--- config.mk ---
export PLATFORM = sky130hd
export DESIGN_NAME = byte_range_lock_table
export DESIGN_NICKNAME = d
export VERILOG_FILES = /design/src/rtl/brlt_pkg.sv /design/src/rtl/brlt_front.sv /design/src/rtl/brlt_queue.sv /design/src/rtl/brlt_back.sv /design/src/rtl/byte_range_lock_table.sv
export SDC_FILE = /design/constraint.sdc
export NUM_CORES = 2
export LEC_CHECK = 0
export ABC_AREA = 1
export BUFFER_PORTS_ARGS = -buffer_cell sky130_fd_sc_hd__buf_2
export CAP_MARGIN = 0
export CELL_PAD_IN_SITES_DETAIL_PLACEMENT = 0
export CELL_PAD_IN_SITES_GLOBAL_PLACEMENT = 1
export CORE_ASPECT_RATIO = 0.6
export CORE_UTILIZATION = 48
export CTS_BUF_LIST = sky130_fd_sc_hd__clkbuf_4
export DETAILED_ROUTE_END_ITERATION = 6
export GPL_TIMING_DRIVEN = 0
export PLACE_DENSITY_LB_ADDON = 0.25
export SKIP_LAST_GASP = 1
export SLEW_MARGIN = 20
export SYNTH_ARGS = -nofsm -noshare
export SYNTH_HDL_FRONTEND = slang
export SYNTH_SLANG_ARGS = --single-unit
--- constraint.sdc ---
create_clock -name i_clk -period 22 [get_ports i_clk]
set_input_delay 3.3 -clock i_clk [delete_from_list [all_inputs] [get_ports i_clk]]
set_output_delay 3.3 -clock i_clk [all_outputs]
set_load 0.005 [all_outputs]
--- src/rtl/brlt_pkg.sv ---
package brlt_pkg;

    localparam int ID_W        = 16;
    localparam int POS_W       = 63;
    localparam int DEF_ENTRIES = 8;
    localparam int DEF_FILE_W  = 16;
    localparam int DEF_OWNER_W = 16;
    localparam int QUEUE_DEPTH = 2;

    localparam logic [POS_W-1:0] POS_MAX = {POS_W{1'b1}};

    // operation codes
    localparam logic [1:0] OP_SET    = 2'd0;
    localparam logic [1:0] OP_SETW   = 2'd1;
    localparam logic [1:0] OP_GET    = 2'd2;
    localparam logic [1:0] OP_BAD    = 2'd3;

    // lock kinds
    localparam logic [1:0] KIND_UNLOCK = 2'd0;
    localparam logic [1:0] KIND_READ   = 2'd1;
    localparam logic [1:0] KIND_WRITE  = 2'd2;
    localparam logic [1:0] KIND_BAD    = 2'd3;

    // origin codes
    localparam logic [1:0] ORG_START = 2'd0;
    localparam logic [1:0] ORG_CUR   = 2'd1;
    localparam logic [1:0] ORG_END   = 2'd2;
    localparam logic [1:0] ORG_BAD   = 2'd3;

    typedef enum logic [2:0] {
        ST_OK      = 3'd0,
        ST_INVALID = 3'd1,
        ST_BADACC  = 3'd2,
        ST_BLOCK   = 3'd3,
        ST_SUSPEND = 3'd4,
        ST_NOENT   = 3'd5
    } t_status;

    typedef struct packed {
        logic [1:0]       operation;
        logic [1:0]       lock_kind;
        logic [ID_W-1:0]  file_id;
        logic [ID_W-1:0]  owner_id;
        logic [1:0]       origin_sel;
        logic [63:0]      start_offset;
        logic [63:0]      range_length;
        logic [POS_W-1:0] current_position;
        logic [POS_W-1:0] file_size;
        logic             file_lockable;
        logic             may_read;
        logic             may_write;
    } t_req;

    typedef struct packed {
        logic [2:0]       status;
        logic             conflict_found;
        logic [1:0]       conflict_kind;
        logic [ID_W-1:0]  conflict_owner;
        logic [POS_W-1:0] conflict_first;
        logic [POS_W-1:0] conflict_length;
        logic             wake_waiters;
    } t_resp;

    // classified request handed from front to back
    typedef struct packed {
        logic             has_err;
        t_status          err_st;
        logic [1:0]       op;
        logic [1:0]       kind;
        logic [ID_W-1:0]  file;
        logic [ID_W-1:0]  owner;
        logic [POS_W-1:0] first;
        logic [POS_W-1:0] last;
    } t_job;

endpackage

--- src/rtl/brlt_front.sv ---
module brlt_front (
    input  logic           i_clk,
    input  logic           i_rst_n,
    input  logic           i_req_valid,
    output logic           o_req_ready,
    input  brlt_pkg::t_req i_req,
    output logic           o_job_valid,
    input  logic           i_job_ready,
    output brlt_pkg::t_job o_job
);
    import brlt_pkg::*;

    typedef enum logic [1:0] {F_IDLE, F_FIRST, F_LAST, F_PUSH} t_fstate;

    t_fstate          r_state;
    t_req             r_req;
    t_job             r_job;

    logic             is_get;
    logic             pre_inv;
    logic             bad_acc;
    logic [POS_W-1:0] base;
    logic [64:0]      sum_first;
    logic [63:0]      sum_last;

    // request checks, start position and last byte
    always_comb begin
        is_get  = (r_req.operation == OP_GET);
        pre_inv = (r_req.operation == OP_BAD) || (r_req.lock_kind == KIND_BAD) ||
                  (is_get && r_req.lock_kind == KIND_UNLOCK) || !r_req.file_lockable;
        bad_acc = !is_get &&
                  ((r_req.lock_kind == KIND_READ && !r_req.may_read) ||
                   (r_req.lock_kind == KIND_WRITE && !r_req.may_write));
        case (r_req.origin_sel)
            ORG_CUR: base = r_req.current_position;
            ORG_END: base = r_req.file_size;
            default: base = '0;
        endcase
        sum_first = {2'b00, base} + {r_req.start_offset[63], r_req.start_offset};
        sum_last  = {1'b0, r_job.first} + r_req.range_length - 64'd1;
    end

    assign o_req_ready = (r_state == F_IDLE);
    assign o_job_valid = (r_state == F_PUSH);
    assign o_job       = r_job;

    // sequencer
    always_ff @(posedge i_clk) begin
        if (!i_rst_n) begin
            r_state <= F_IDLE;
        end else begin
            case (r_state)
                F_IDLE: begin
                    if (i_req_valid) begin
                        r_req   <= i_req;
                        r_state <= F_FIRST;
                    end
                end
                F_FIRST: begin
                    r_job.op      <= r_req.operation;
                    r_job.kind    <= r_req.lock_kind;
                    r_job.file    <= r_req.file_id;
                    r_job.owner   <= r_req.owner_id;
                    r_job.first   <= sum_first[POS_W-1:0];
                    r_job.last    <= POS_MAX;
                    if (pre_inv) begin
                        r_job.has_err <= 1'b1;
                        r_job.err_st  <= ST_INVALID;
                    end else if (bad_acc) begin
                        r_job.has_err <= 1'b1;
                        r_job.err_st  <= ST_BADACC;
                    end else if (r_req.origin_sel == ORG_BAD || sum_first[64:63] != 2'b00) begin
                        r_job.has_err <= 1'b1;
                        r_job.err_st  <= ST_INVALID;
                    end else begin
                        r_job.has_err <= 1'b0;
                        r_job.err_st  <= ST_OK;
                    end
                    r_state <= F_LAST;
                end
                F_LAST: begin
                    if (!r_job.has_err && r_req.range_length != 64'd0) begin
                        if (r_req.range_length[63] || sum_last[63]) begin
                            r_job.has_err <= 1'b1;
                            r_job.err_st  <= ST_INVALID;
                        end else begin
                            r_job.last <= sum_last[POS_W-1:0];
                        end
                    end
                    r_state <= F_PUSH;
                end
                F_PUSH: begin
                    if (i_job_ready) begin
                        r_state <= F_IDLE;
                    end
                end
                default: r_state <= F_IDLE;
            endcase
        end
    end

endmodule

--- src/rtl/brlt_queue.sv ---
module brlt_queue (
    input  logic           i_clk,
    input  logic           i_rst_n,
    input  logic           i_push_valid,
    output logic           o_push_ready,
    input  brlt_pkg::t_job i_push_job,
    output logic           o_pop_valid,
    input  logic           i_pop_ready,
    output brlt_pkg::t_job o_pop_job
);
    import brlt_pkg::*;

    localparam int QAW = (QUEUE_DEPTH > 1) ? $clog2(QUEUE_DEPTH) : 1;

    t_job           r_slot [QUEUE_DEPTH];
    logic [QAW-1:0] r_wptr;
    logic [QAW-1:0] r_rptr;
    logic [QAW:0]   r_count;
    logic           push;
    logic           pop;

    assign o_push_ready = (r_count != (QAW+1)'(QUEUE_DEPTH));
    assign o_pop_valid  = (r_count != '0);
    assign o_pop_job    = r_slot[r_rptr];
    assign push         = i_push_valid && o_push_ready;
    assign pop          = o_pop_valid && i_pop_ready;

    // pointer wrap
    function automatic logic [QAW-1:0] bump(input logic [QAW-1:0] p);
        return (p == QAW'(QUEUE_DEPTH-1)) ? '0 : p + 1'b1;
    endfunction

    always_ff @(posedge i_clk) begin
        if (push) begin
            r_slot[r_wptr] <= i_push_job;
        end
    end

    always_ff @(posedge i_clk) begin
        if (!i_rst_n) begin
            r_wptr  <= '0;
            r_rptr  <= '0;
            r_count <= '0;
        end else begin
            if (push) begin
                r_wptr <= bump(r_wptr);
            end
            if (pop) begin
                r_rptr <= bump(r_rptr);
            end
            if (push && !pop) begin
                r_count <= r_count + 1'b1;
            end else if (pop && !push) begin
                r_count <= r_count - 1'b1;
            end
        end
    end

endmodule

--- src/rtl/brlt_back.sv ---
module brlt_back #(
    parameter int LOCK_ENTRIES = brlt_pkg::DEF_ENTRIES,
    parameter int FILE_ID_BITS = brlt_pkg::DEF_FILE_W,
    parameter int OWNER_BITS   = brlt_pkg::DEF_OWNER_W
) (
    input  logic            i_clk,
    input  logic            i_rst_n,
    input  logic            i_job_valid,
    output logic            o_job_ready,
    input  brlt_pkg::t_job  i_job,
    output logic            o_resp_valid,
    input  logic            i_resp_ready,
    output brlt_pkg::t_resp o_resp
);
    import brlt_pkg::*;

    localparam int IW = (LOCK_ENTRIES > 1) ? $clog2(LOCK_ENTRIES) : 1;

    typedef enum logic [2:0] {B_IDLE, B_READ, B_EVAL, B_SPLIT, B_STORE, B_DONE} t_bstate;

    // entry store: kind flags in flops, the rest in memory
    logic [1:0]              r_kind    [LOCK_ENTRIES];
    logic [OWNER_BITS-1:0]   mem_owner [LOCK_ENTRIES];
    logic [FILE_ID_BITS-1:0] mem_file  [LOCK_ENTRIES];
    logic [POS_W-1:0]        mem_first [LOCK_ENTRIES];
    logic [POS_W-1:0]        mem_last  [LOCK_ENTRIES];

    t_bstate                 r_state;
    t_job                    r_job;
    t_resp                   r_res;
    t_resp                   r_out;
    logic                    r_out_valid;
    logic [IW-1:0]           r_idx;
    logic [IW-1:0]           r_empty;
    logic                    r_empty_vld;
    logic                    r_unlock;
    logic [IW-1:0]           r_split_idx;
    logic [POS_W-1:0]        r_sp_first;
    logic [POS_W-1:0]        r_sp_last;
    logic [OWNER_BITS-1:0]   r_rd_owner;
    logic [FILE_ID_BITS-1:0] r_rd_file;
    logic [POS_W-1:0]        r_rd_first;
    logic [POS_W-1:0]        r_rd_last;

    logic                    we;
    logic [IW-1:0]           wa;
    logic [OWNER_BITS-1:0]   wd_owner;
    logic [FILE_ID_BITS-1:0] wd_file;
    logic [POS_W-1:0]        wd_first;
    logic [POS_W-1:0]        wd_last;

    logic [OWNER_BITS-1:0]   job_owner;
    logic [FILE_ID_BITS-1:0] job_file;
    logic [1:0]              cur_kind;
    logic                    is_get;
    logic                    is_unlock;
    logic                    hit;
    logic                    cover_lo;
    logic                    cover_hi;
    logic                    at_end;
    logic                    slot_free;
    logic                    empty_now;
    logic                    unlock_now;
    logic                    free_any;
    logic [IW-1:0]           free_idx;
    logic [POS_W-1:0]        span;
    logic [POS_W:0]          span_len;

    // scan compare on the entry just read
    always_comb begin
        job_owner = OWNER_BITS'(r_job.owner);
        job_file  = FILE_ID_BITS'(r_job.file);
        cur_kind  = r_kind[r_idx];
        is_get    = (r_job.op == OP_GET);
        is_unlock = (r_job.kind == KIND_UNLOCK);
        hit = (cur_kind != KIND_UNLOCK) && (r_rd_file == job_file) &&
              !(r_job.last < r_rd_first || r_job.first > r_rd_last) &&
              !(r_job.kind == KIND_READ && cur_kind == KIND_READ) &&
              !(!is_unlock && r_rd_owner == job_owner);
        cover_lo   = (r_job.first <= r_rd_first);
        cover_hi   = (r_job.last >= r_rd_last);
        at_end     = (r_idx == IW'(LOCK_ENTRIES-1));
        slot_free  = (r_state == B_READ) && (cur_kind == KIND_UNLOCK);
        empty_now  = r_empty_vld || slot_free;
        unlock_now = r_unlock || (r_state == B_EVAL && hit && is_unlock);
        span       = r_rd_last - r_rd_first;
        span_len   = {1'b0, span} + 1'b1;
    end

    // first free entry for a split
    always_comb begin
        free_any = 1'b0;
        free_idx = '0;
        for (int k = LOCK_ENTRIES-1; k >= 0; k--) begin
            if (r_kind[k] == KIND_UNLOCK) begin
                free_any = 1'b1;
                free_idx = IW'(k);
            end
        end
    end

    // memory write port
    always_comb begin
        we       = 1'b0;
        wa       = r_idx;
        wd_owner = r_rd_owner;
        wd_file  = r_rd_file;
        wd_first = r_rd_first;
        wd_last  = r_rd_last;
        case (r_state)
            B_EVAL: begin
                if (hit && is_unlock && !(cover_lo && cover_hi)) begin
                    if (cover_lo) begin
                        we       = 1'b1;
                        wd_first = r_job.last + 1'b1;
                    end else begin
                        we      = free_any || cover_hi;
                        wd_last = r_job.first - 1'b1;
                    end
                end
            end
            B_SPLIT: begin
                we       = 1'b1;
                wa       = r_split_idx;
                wd_first = r_sp_first;
                wd_last  = r_sp_last;
            end
            B_STORE: begin
                we       = 1'b1;
                wa       = r_empty;
                wd_owner = job_owner;
                wd_file  = job_file;
                wd_first = r_job.first;
                wd_last  = r_job.last;
            end
            default: we = 1'b0;
        endcase
    end

    always_ff @(posedge i_clk) begin
        if (we) begin
            mem_owner[wa] <= wd_owner;
            mem_file[wa]  <= wd_file;
            mem_first[wa] <= wd_first;
            mem_last[wa]  <= wd_last;
        end
        r_rd_owner <= mem_owner[r_idx];
        r_rd_file  <= mem_file[r_idx];
        r_rd_first <= mem_first[r_idx];
        r_rd_last  <= mem_last[r_idx];
    end

    assign o_job_ready  = (r_state == B_IDLE);
    assign o_resp_valid = r_out_valid;
    assign o_resp       = r_out;

    // scan sequencer and result register
    always_ff @(posedge i_clk) begin
        if (!i_rst_n) begin
            r_state     <= B_IDLE;
            r_out_valid <= 1'b0;
            for (int k = 0; k < LOCK_ENTRIES; k++) begin
                r_kind[k] <= KIND_UNLOCK;
            end
        end else begin
            if (r_out_valid && i_resp_ready) begin
                r_out_valid <= 1'b0;
            end
            case (r_state)
                B_IDLE: begin
                    if (i_job_valid) begin
                        r_job       <= i_job;
                        r_res       <= '{status: i_job.err_st, default: '0};
                        r_idx       <= '0;
                        r_empty_vld <= 1'b0;
                        r_unlock    <= 1'b0;
                        r_state     <= i_job.has_err ? B_DONE : B_READ;
                    end
                end
                B_READ, B_EVAL, B_SPLIT: begin
                    if (r_state == B_READ && !slot_free) begin
                        r_state <= B_EVAL;
                    end else if (r_state == B_EVAL && hit && is_get) begin
                        r_res.status          <= ST_OK;
                        r_res.conflict_found  <= 1'b1;
                        r_res.conflict_kind   <= cur_kind;
                        r_res.conflict_owner  <= ID_W'(r_rd_owner);
                        r_res.conflict_first  <= r_rd_first;
                        r_res.conflict_length <= span_len[POS_W] ? POS_MAX
                                                                 : span_len[POS_W-1:0];
                        r_state               <= B_DONE;
                    end else if (r_state == B_EVAL && hit && !is_unlock) begin
                        r_res.status <= (r_job.op == OP_SETW) ? ST_SUSPEND : ST_BLOCK;
                        r_state      <= B_DONE;
                    end else if (r_state == B_EVAL && hit && !cover_lo && !cover_hi
                                 && !free_any) begin
                        r_res.status <= ST_NOENT;
                        r_state      <= B_DONE;
                    end else if (r_state == B_EVAL && hit && !cover_lo && !cover_hi) begin
                        // middle unlock: second half goes to a free entry
                        r_unlock            <= 1'b1;
                        r_kind[free_idx]    <= cur_kind;
                        r_split_idx         <= free_idx;
                        r_sp_first          <= r_job.last + 1'b1;
                        r_sp_last           <= r_rd_last;
                        r_state             <= B_SPLIT;
                    end else begin
                        if (r_state == B_EVAL && hit) begin
                            r_unlock <= 1'b1;
                            if (cover_lo && cover_hi) begin
                                r_kind[r_idx] <= KIND_UNLOCK;
                            end
                        end
                        if (slot_free && !r_empty_vld) begin
                            r_empty     <= r_idx;
                            r_empty_vld <= 1'b1;
                        end
                        if (!at_end) begin
                            r_idx   <= r_idx + 1'b1;
                            r_state <= B_READ;
                        end else if (is_get || is_unlock) begin
                            r_res.status       <= ST_OK;
                            r_res.wake_waiters <= is_unlock && unlock_now;
                            r_state            <= B_DONE;
                        end else if (!empty_now) begin
                            r_res.status <= ST_NOENT;
                            r_state      <= B_DONE;
                        end else begin
                            r_state <= B_STORE;
                        end
                    end
                end
                B_STORE: begin
                    r_kind[r_empty] <= r_job.kind;
                    r_res.status    <= ST_OK;
                    r_state         <= B_DONE;
                end
                B_DONE: begin
                    if (!r_out_valid) begin
                        r_out       <= r_res;
                        r_out_valid <= 1'b1;
                        r_state     <= B_IDLE;
                    end
                end
                default: r_state <= B_IDLE;
            endcase
        end
    end

endmodule

--- src/rtl/byte_range_lock_table.sv ---
// channel   direction  handshake                   payload
// request   in         i_req_valid / o_req_ready   i_req   (brlt_pkg::t_req)
// response  out        o_resp_valid / i_resp_ready o_resp  (brlt_pkg::t_resp)
//
// front end takes one request at a time: latch, start position, last byte, queue push
// back end: accept, read and evaluate each used entry, only read each free entry, split,
// store a new lock, post; one unlock can split up to LOCK_ENTRIES/2 entries
// a 2-deep queue between the two lets the front keep taking requests while the back scans
// a result waiting in the output register stalls the back end, and the front once the queue fills
// synchronous reset marks every entry unused at once, no clearing pass
module byte_range_lock_table #(
    parameter int LOCK_ENTRIES = brlt_pkg::DEF_ENTRIES,
    parameter int FILE_ID_BITS = brlt_pkg::DEF_FILE_W,
    parameter int OWNER_BITS   = brlt_pkg::DEF_OWNER_W
) (
    input  logic            i_clk,
    input  logic            i_rst_n,
    input  logic            i_req_valid,
    output logic            o_req_ready,
    input  brlt_pkg::t_req  i_req,
    output logic            o_resp_valid,
    input  logic            i_resp_ready,
    output brlt_pkg::t_resp o_resp
);
    import brlt_pkg::*;

    logic fq_valid;
    logic fq_ready;
    t_job fq_job;
    logic qb_valid;
    logic qb_ready;
    t_job qb_job;

    // request checking and range computation
    brlt_front u_front (
        .i_clk       (i_clk),
        .i_rst_n     (i_rst_n),
        .i_req_valid (i_req_valid),
        .o_req_ready (o_req_ready),
        .i_req       (i_req),
        .o_job_valid (fq_valid),
        .i_job_ready (fq_ready),
        .o_job       (fq_job)
    );

    // decoupling queue
    brlt_queue u_queue (
        .i_clk        (i_clk),
        .i_rst_n      (i_rst_n),
        .i_push_valid (fq_valid),
        .o_push_ready (fq_ready),
        .i_push_job   (fq_job),
        .o_pop_valid  (qb_valid),
        .i_pop_ready  (qb_ready),
        .o_pop_job    (qb_job)
    );

    // table scan and update
    brlt_back #(
        .LOCK_ENTRIES (LOCK_ENTRIES),
        .FILE_ID_BITS (FILE_ID_BITS),
        .OWNER_BITS   (OWNER_BITS)
    ) u_back (
        .i_clk        (i_clk),
        .i_rst_n      (i_rst_n),
        .i_job_valid  (qb_valid),
        .o_job_ready  (qb_ready),
        .i_job        (qb_job),
        .o_resp_valid (o_resp_valid),
        .i_resp_ready (i_resp_ready),
        .o_resp       (o_resp)
    );

endmodule
==> summary.md <==
| Metric | Value |
|---|---|
| WL final | 510 mm |
| Final core utilization | 55.3% |
| Flops & latches, synth | 2839 |
| Reg power frac | 36.7% |
| Antenna violations before repair | 53 |
| Final hold vios | 0 |
| Clock Pin Slew Worst Setup and Hold Paths | 0.07 ns |
| Layout Area Growth over Synthesis | 14.3% |
| Total grt overflow | 0 |
| Vias in the first global route | 94.4k |
| CTS Sinks | 2839 |
| RSZ-0062 raised after global routing | false |
| Max Root-Sink Buffers | 4 |
| IO Port Bufs | 449 |
| Mean Syn Cell Area | 10.8 sq um |
| Setup crit end kind | flip-flop |
| Multi-input logic area | 41800 sq um |
| Synthesis warning total | 0 |
| Setup violations, final | 0 |
| Row cnt | 148 |
| Max incr delay on CP | 0.70 ns |
| Dpl hpwl | 403 mm |
| Worst slack, placed | 13.02 ns |
| Worst-Margin Slew | 1.42 ns |
| CP dominant cell by count | buf_2 |
| Syn_nets | 12.9k |
| Post-DR wirelength/cell | 29.1 um |
| Drt pass-1 iters | 6 |
| Antenna-violating nets left | 0 |
| Final worst slack | 12.80 ns |
| CTS tree | yes |
| Die area | 276000 sq um |
| Pwr Density | 150 nW/um^2 |
| Setup bufs post-CTS | 0 |
| First-pass GRT wire length | 701 mm |
| Fillers | 23.4k |
| Cells after synthesis | 12.1k |
| Cell-internal power | 0.0123 W |
| Die H | 407 um |
| Peak supply drop | 0.0865 mV |
| Crit start category | flip-flop |
| Final net count | 14.2k |
| Post-synthesis sequential area ratio | 63.6% |
| Period minus WS final | 9.20 ns |
| FFs w/ async S/R, synth | 0% |
| Crit path max fanout | 9 |
| Max-slew violation count | 0 |
| Total GRT Usage | 35.9% |
| Core area | 272000 sq um |
| Outcome | finished, final reports clean |
| Count of cell types in the netlist | 68 |
| Num CTS Buffers | 653 |
| Slowest CP cell | nor2_1 |
| PostCTS Resize Cnt | 0 |
| Fin crit share | 41.8% |
| Starting density of the core | 48.4% |
| Root Buffer | clkbuf_4 |
| Worst rel slew slack | 5.58% |
| CP arrival | 10.26 ns |
| Largest net degree at the start of global routing | 89 |
| IO Pins | 450 |
| WS Path Type | flip-flop to flip-flop |
| Htree depth | 6 |
| Vias per Instance | 5.86 |
| Data required, critical path | 23.06 ns |
| EDFF count, synth | 2667 |
| Remaining DRCs | 0 |
| Synth Cell Area | 131000 sq um |
| Worst skew pair latency | 1.49 ns |
| Clock Skew | 0.175 ns |
| Via Count | 103k |
| Switching share of power | 45.3% |
| RePlAce Congestion | 1.02 |
| Clk pwr share | 19.9% |
| Max-cap check violation count | 0 |
| Switching power | 0.0102 W |
| Layout cells sized above 1 | 15.2% |
| Leak | 57.4 nW |
| Initial DRC Count | 15.2k |
| Worst Hold Class | flip-flop to flip-flop |
| Combinational power share | 43.4% |
| Die width | 678 um |
| Post-CTS Hold Fix Bufs | 0 |
| Max Fclk | 0.109 GHz |
| Storage cell area | 83500 sq um |
| Top_reg_cell synth | edfxtp_1 |
cells by family (layout without fill, tap and decap cells):
group,after synthesis,count (layout),share of synthesized area (%)
other,0,20,0
buffers and inverters,1668,3445,4.81
XOR/XNOR,240,240,1.69
AND/OR/NAND/NOR,4459,4459,14.0
multiplexers,165,165,1.41
AO/OA/AOI/OAI,2243,2243,9.56
flip-flops,2839,2839,63.6
adder cells (fa/ha/maj),517,517,4.94
critical path: cells and delay by family (launching register included):
kind          cells  cell delay, ns
fa+ha+maj         1            0.34
buf+inv          19            4.53
flops             1            0.67
simple gates     10            3.23
path summary, 6_finish.rpt:
check	start	to	slack (ns)	cells after the start
max	u_back.r_rd_last[36]$_DFF_P_	u_back.r_res[78]$_SDFFCE_PP0P_	12.80	30
min	u_back.r_res[129]$_SDFFCE_PP0P_	u_back.o_resp[129]$_DFFE_PP_	0.37	0
max reg2reg	u_back.r_rd_last[36]$_DFF_P_	u_back.r_res[78]$_SDFFCE_PP0P_	12.80	30
min reg2reg	u_back.r_res[129]$_SDFFCE_PP0P_	u_back.o_resp[129]$_DFFE_PP_	0.37	0
sequential cells by signal (all words and copies together), names as in the netlist, 16 cells and up, named ones only:
signal and flops:
u_back.mem_first 504, u_back.mem_last 504, u_queue.r_slot 330, u_front.r_req 295, u_front.o_job 165, u_back.o_resp 149, u_back.r_res 149, u_back.r_job 130
u_back.mem_file 128, u_back.mem_owner 128, u_back.r_rd_first 63, u_back.r_rd_last 63, u_back.r_sp_first 63, u_back.r_sp_last 63, u_back.job_file 16, u_back.job_owner 16
u_back.r_kind 16, u_back.r_rd_file 16, u_back.r_rd_owner 16
cell type report:
class | count | share of cell area, %
flip-flops and latches | 2839 | 55.6
multi-input cells | 7624 | 27.8
clock buffers | 993 | 4.96
repair buffers | 619 | 3.47
inverters | 1262 | 3.16
well taps | 3600 | 3.00
plain buffers | 406 | 1.09
clock inverters | 165 | 0.863
diodes | 20 | 0.0333
through the flow:
| step | total power (W) | instance area [sq um] | hold slack, ns | std cells | setup TNS [ns] |
|---|---|---|---|---|---|
| 2_1_floorplan | 0.0135 | 131000 | 0.400 | 12131 | 0 |
| 3_3_place_gp | 0.0178 | 138000 | 0.400 | 16180 | -1791.26 |
| 3_5_place_dp | 0.0178 | 141000 | 0.405 | 16349 | 0 |
| 4_1_cts | 0.0223 | 150000 | 0.361 | 17507 | 0 |
| 5_1_grt | 0.0235 | 150000 | 0.368 | 17516 | 0 |
| 6_report | 0.0226 | 150000 | 0.373 | 17528 | 0 |
power by group through the flow:
stage	Clock, W	Combinational (W)	Sequential (W)
after CTS	0.00455	0.00946	0.00825
after global placement	0	0.00906	0.00869
after detailed placement	0	0.00942	0.00836
after global routing	0.00481	0.0104	0.00829
after floorplan	0	0.00538	0.00808
final	0.00450	0.00979	0.00827
layer usage:
metal / track usage, % / part of all wire, % / wire length [um] / up-vias
li1: - / - / - / 45463
met1: 57.2 / 46 / 234000 / 50131
met2: 45.9 / 38 / 193000 / 6481
met3: 12.9 / 14 / 73100 / 632
met4: 7.55 / 2.0 / 10200 / 12
met5: 0 / 0.015 / 79 / -
cell usage in the layout, fill, tap and decap left out, types with 22 or more instances in the layout:
master     netlist  routed
clkbuf_1       370     319
nor2_2          25      26
nor2_4          10      23
bufinv_16        0      22
nand4_1        186     186
clkinv_1         3      94
nand2_2         25      25
clkbuf_2         0      52
edfxtp_1      2667    2667
mux2_2         163     163
buf_1           24      22
dfxtp_1        172     172
o21ai_0        958     954
xnor2_1         60      59
a21o_1          33      33
buf_12           0      77
clkbuf_4         0     993
o21a_1          31      31
buf_16           0      37
nor4_1          43      35
nor3_1         106     105
nand2_1       1779    1779
ha_1           514     514
buf_2            5     474
a21oi_1        604     603
o22ai_1        162     162
xor2_1         167     165
a31oi_1        222     222
nand3_1        297     297
o211ai_1        62      62
o2111ai_1       87      84
inv_1         1257    1255
or2_2           32      32
buf_4            1      29
nor2_1        1889    1875
cell usage after synthesis (6+ instances only):
| master | instances | area (sq um) |
|---|---|---|
| a21boi_0 | 11 | 82.6 |
| a21o_1 | 33 | 248 |
| a21oi_1 | 604 | 3020 |
| a21oi_2 | 21 | 184 |
| a31oi_1 | 222 | 1390 |
| and3_1 | 7 | 43.8 |
| buf_1 | 24 | 90.1 |
| buf_6 | 6 | 67.6 |
| clkbuf_1 | 370 | 1390 |
| dfxtp_1 | 172 | 3440 |
| edfxtp_1 | 2667 | 80100 |
| ha_1 | 514 | 6430 |
| inv_1 | 1257 | 4720 |
| mux2_2 | 163 | 1840 |
| nand2_1 | 1779 | 6680 |
| nand2_2 | 25 | 156 |
| nand3_1 | 297 | 1490 |
| nand3_2 | 20 | 200 |
| nand3b_1 | 12 | 90.1 |
| nand4_1 | 186 | 1160 |
| nor2_1 | 1889 | 7090 |
| nor2_2 | 25 | 156 |
| nor2_4 | 10 | 113 |
| nor3_1 | 106 | 531 |
| nor3_2 | 7 | 70.1 |
| nor3b_1 | 7 | 52.6 |
| nor4_1 | 43 | 269 |
| o2111ai_1 | 87 | 762 |
| o211ai_1 | 62 | 465 |
| o21a_1 | 31 | 233 |
| o21ai_0 | 958 | 4790 |
| o21ai_1 | 16 | 80.1 |
| o21bai_1 | 12 | 90.1 |
| o22ai_1 | 162 | 1010 |
| or2_2 | 32 | 200 |
| xnor2_1 | 60 | 526 |
| xor2_1 | 167 | 1460 |
| xor2_2 | 11 | 179 |
Note: power is estimated with default switching activity, not from simulation.
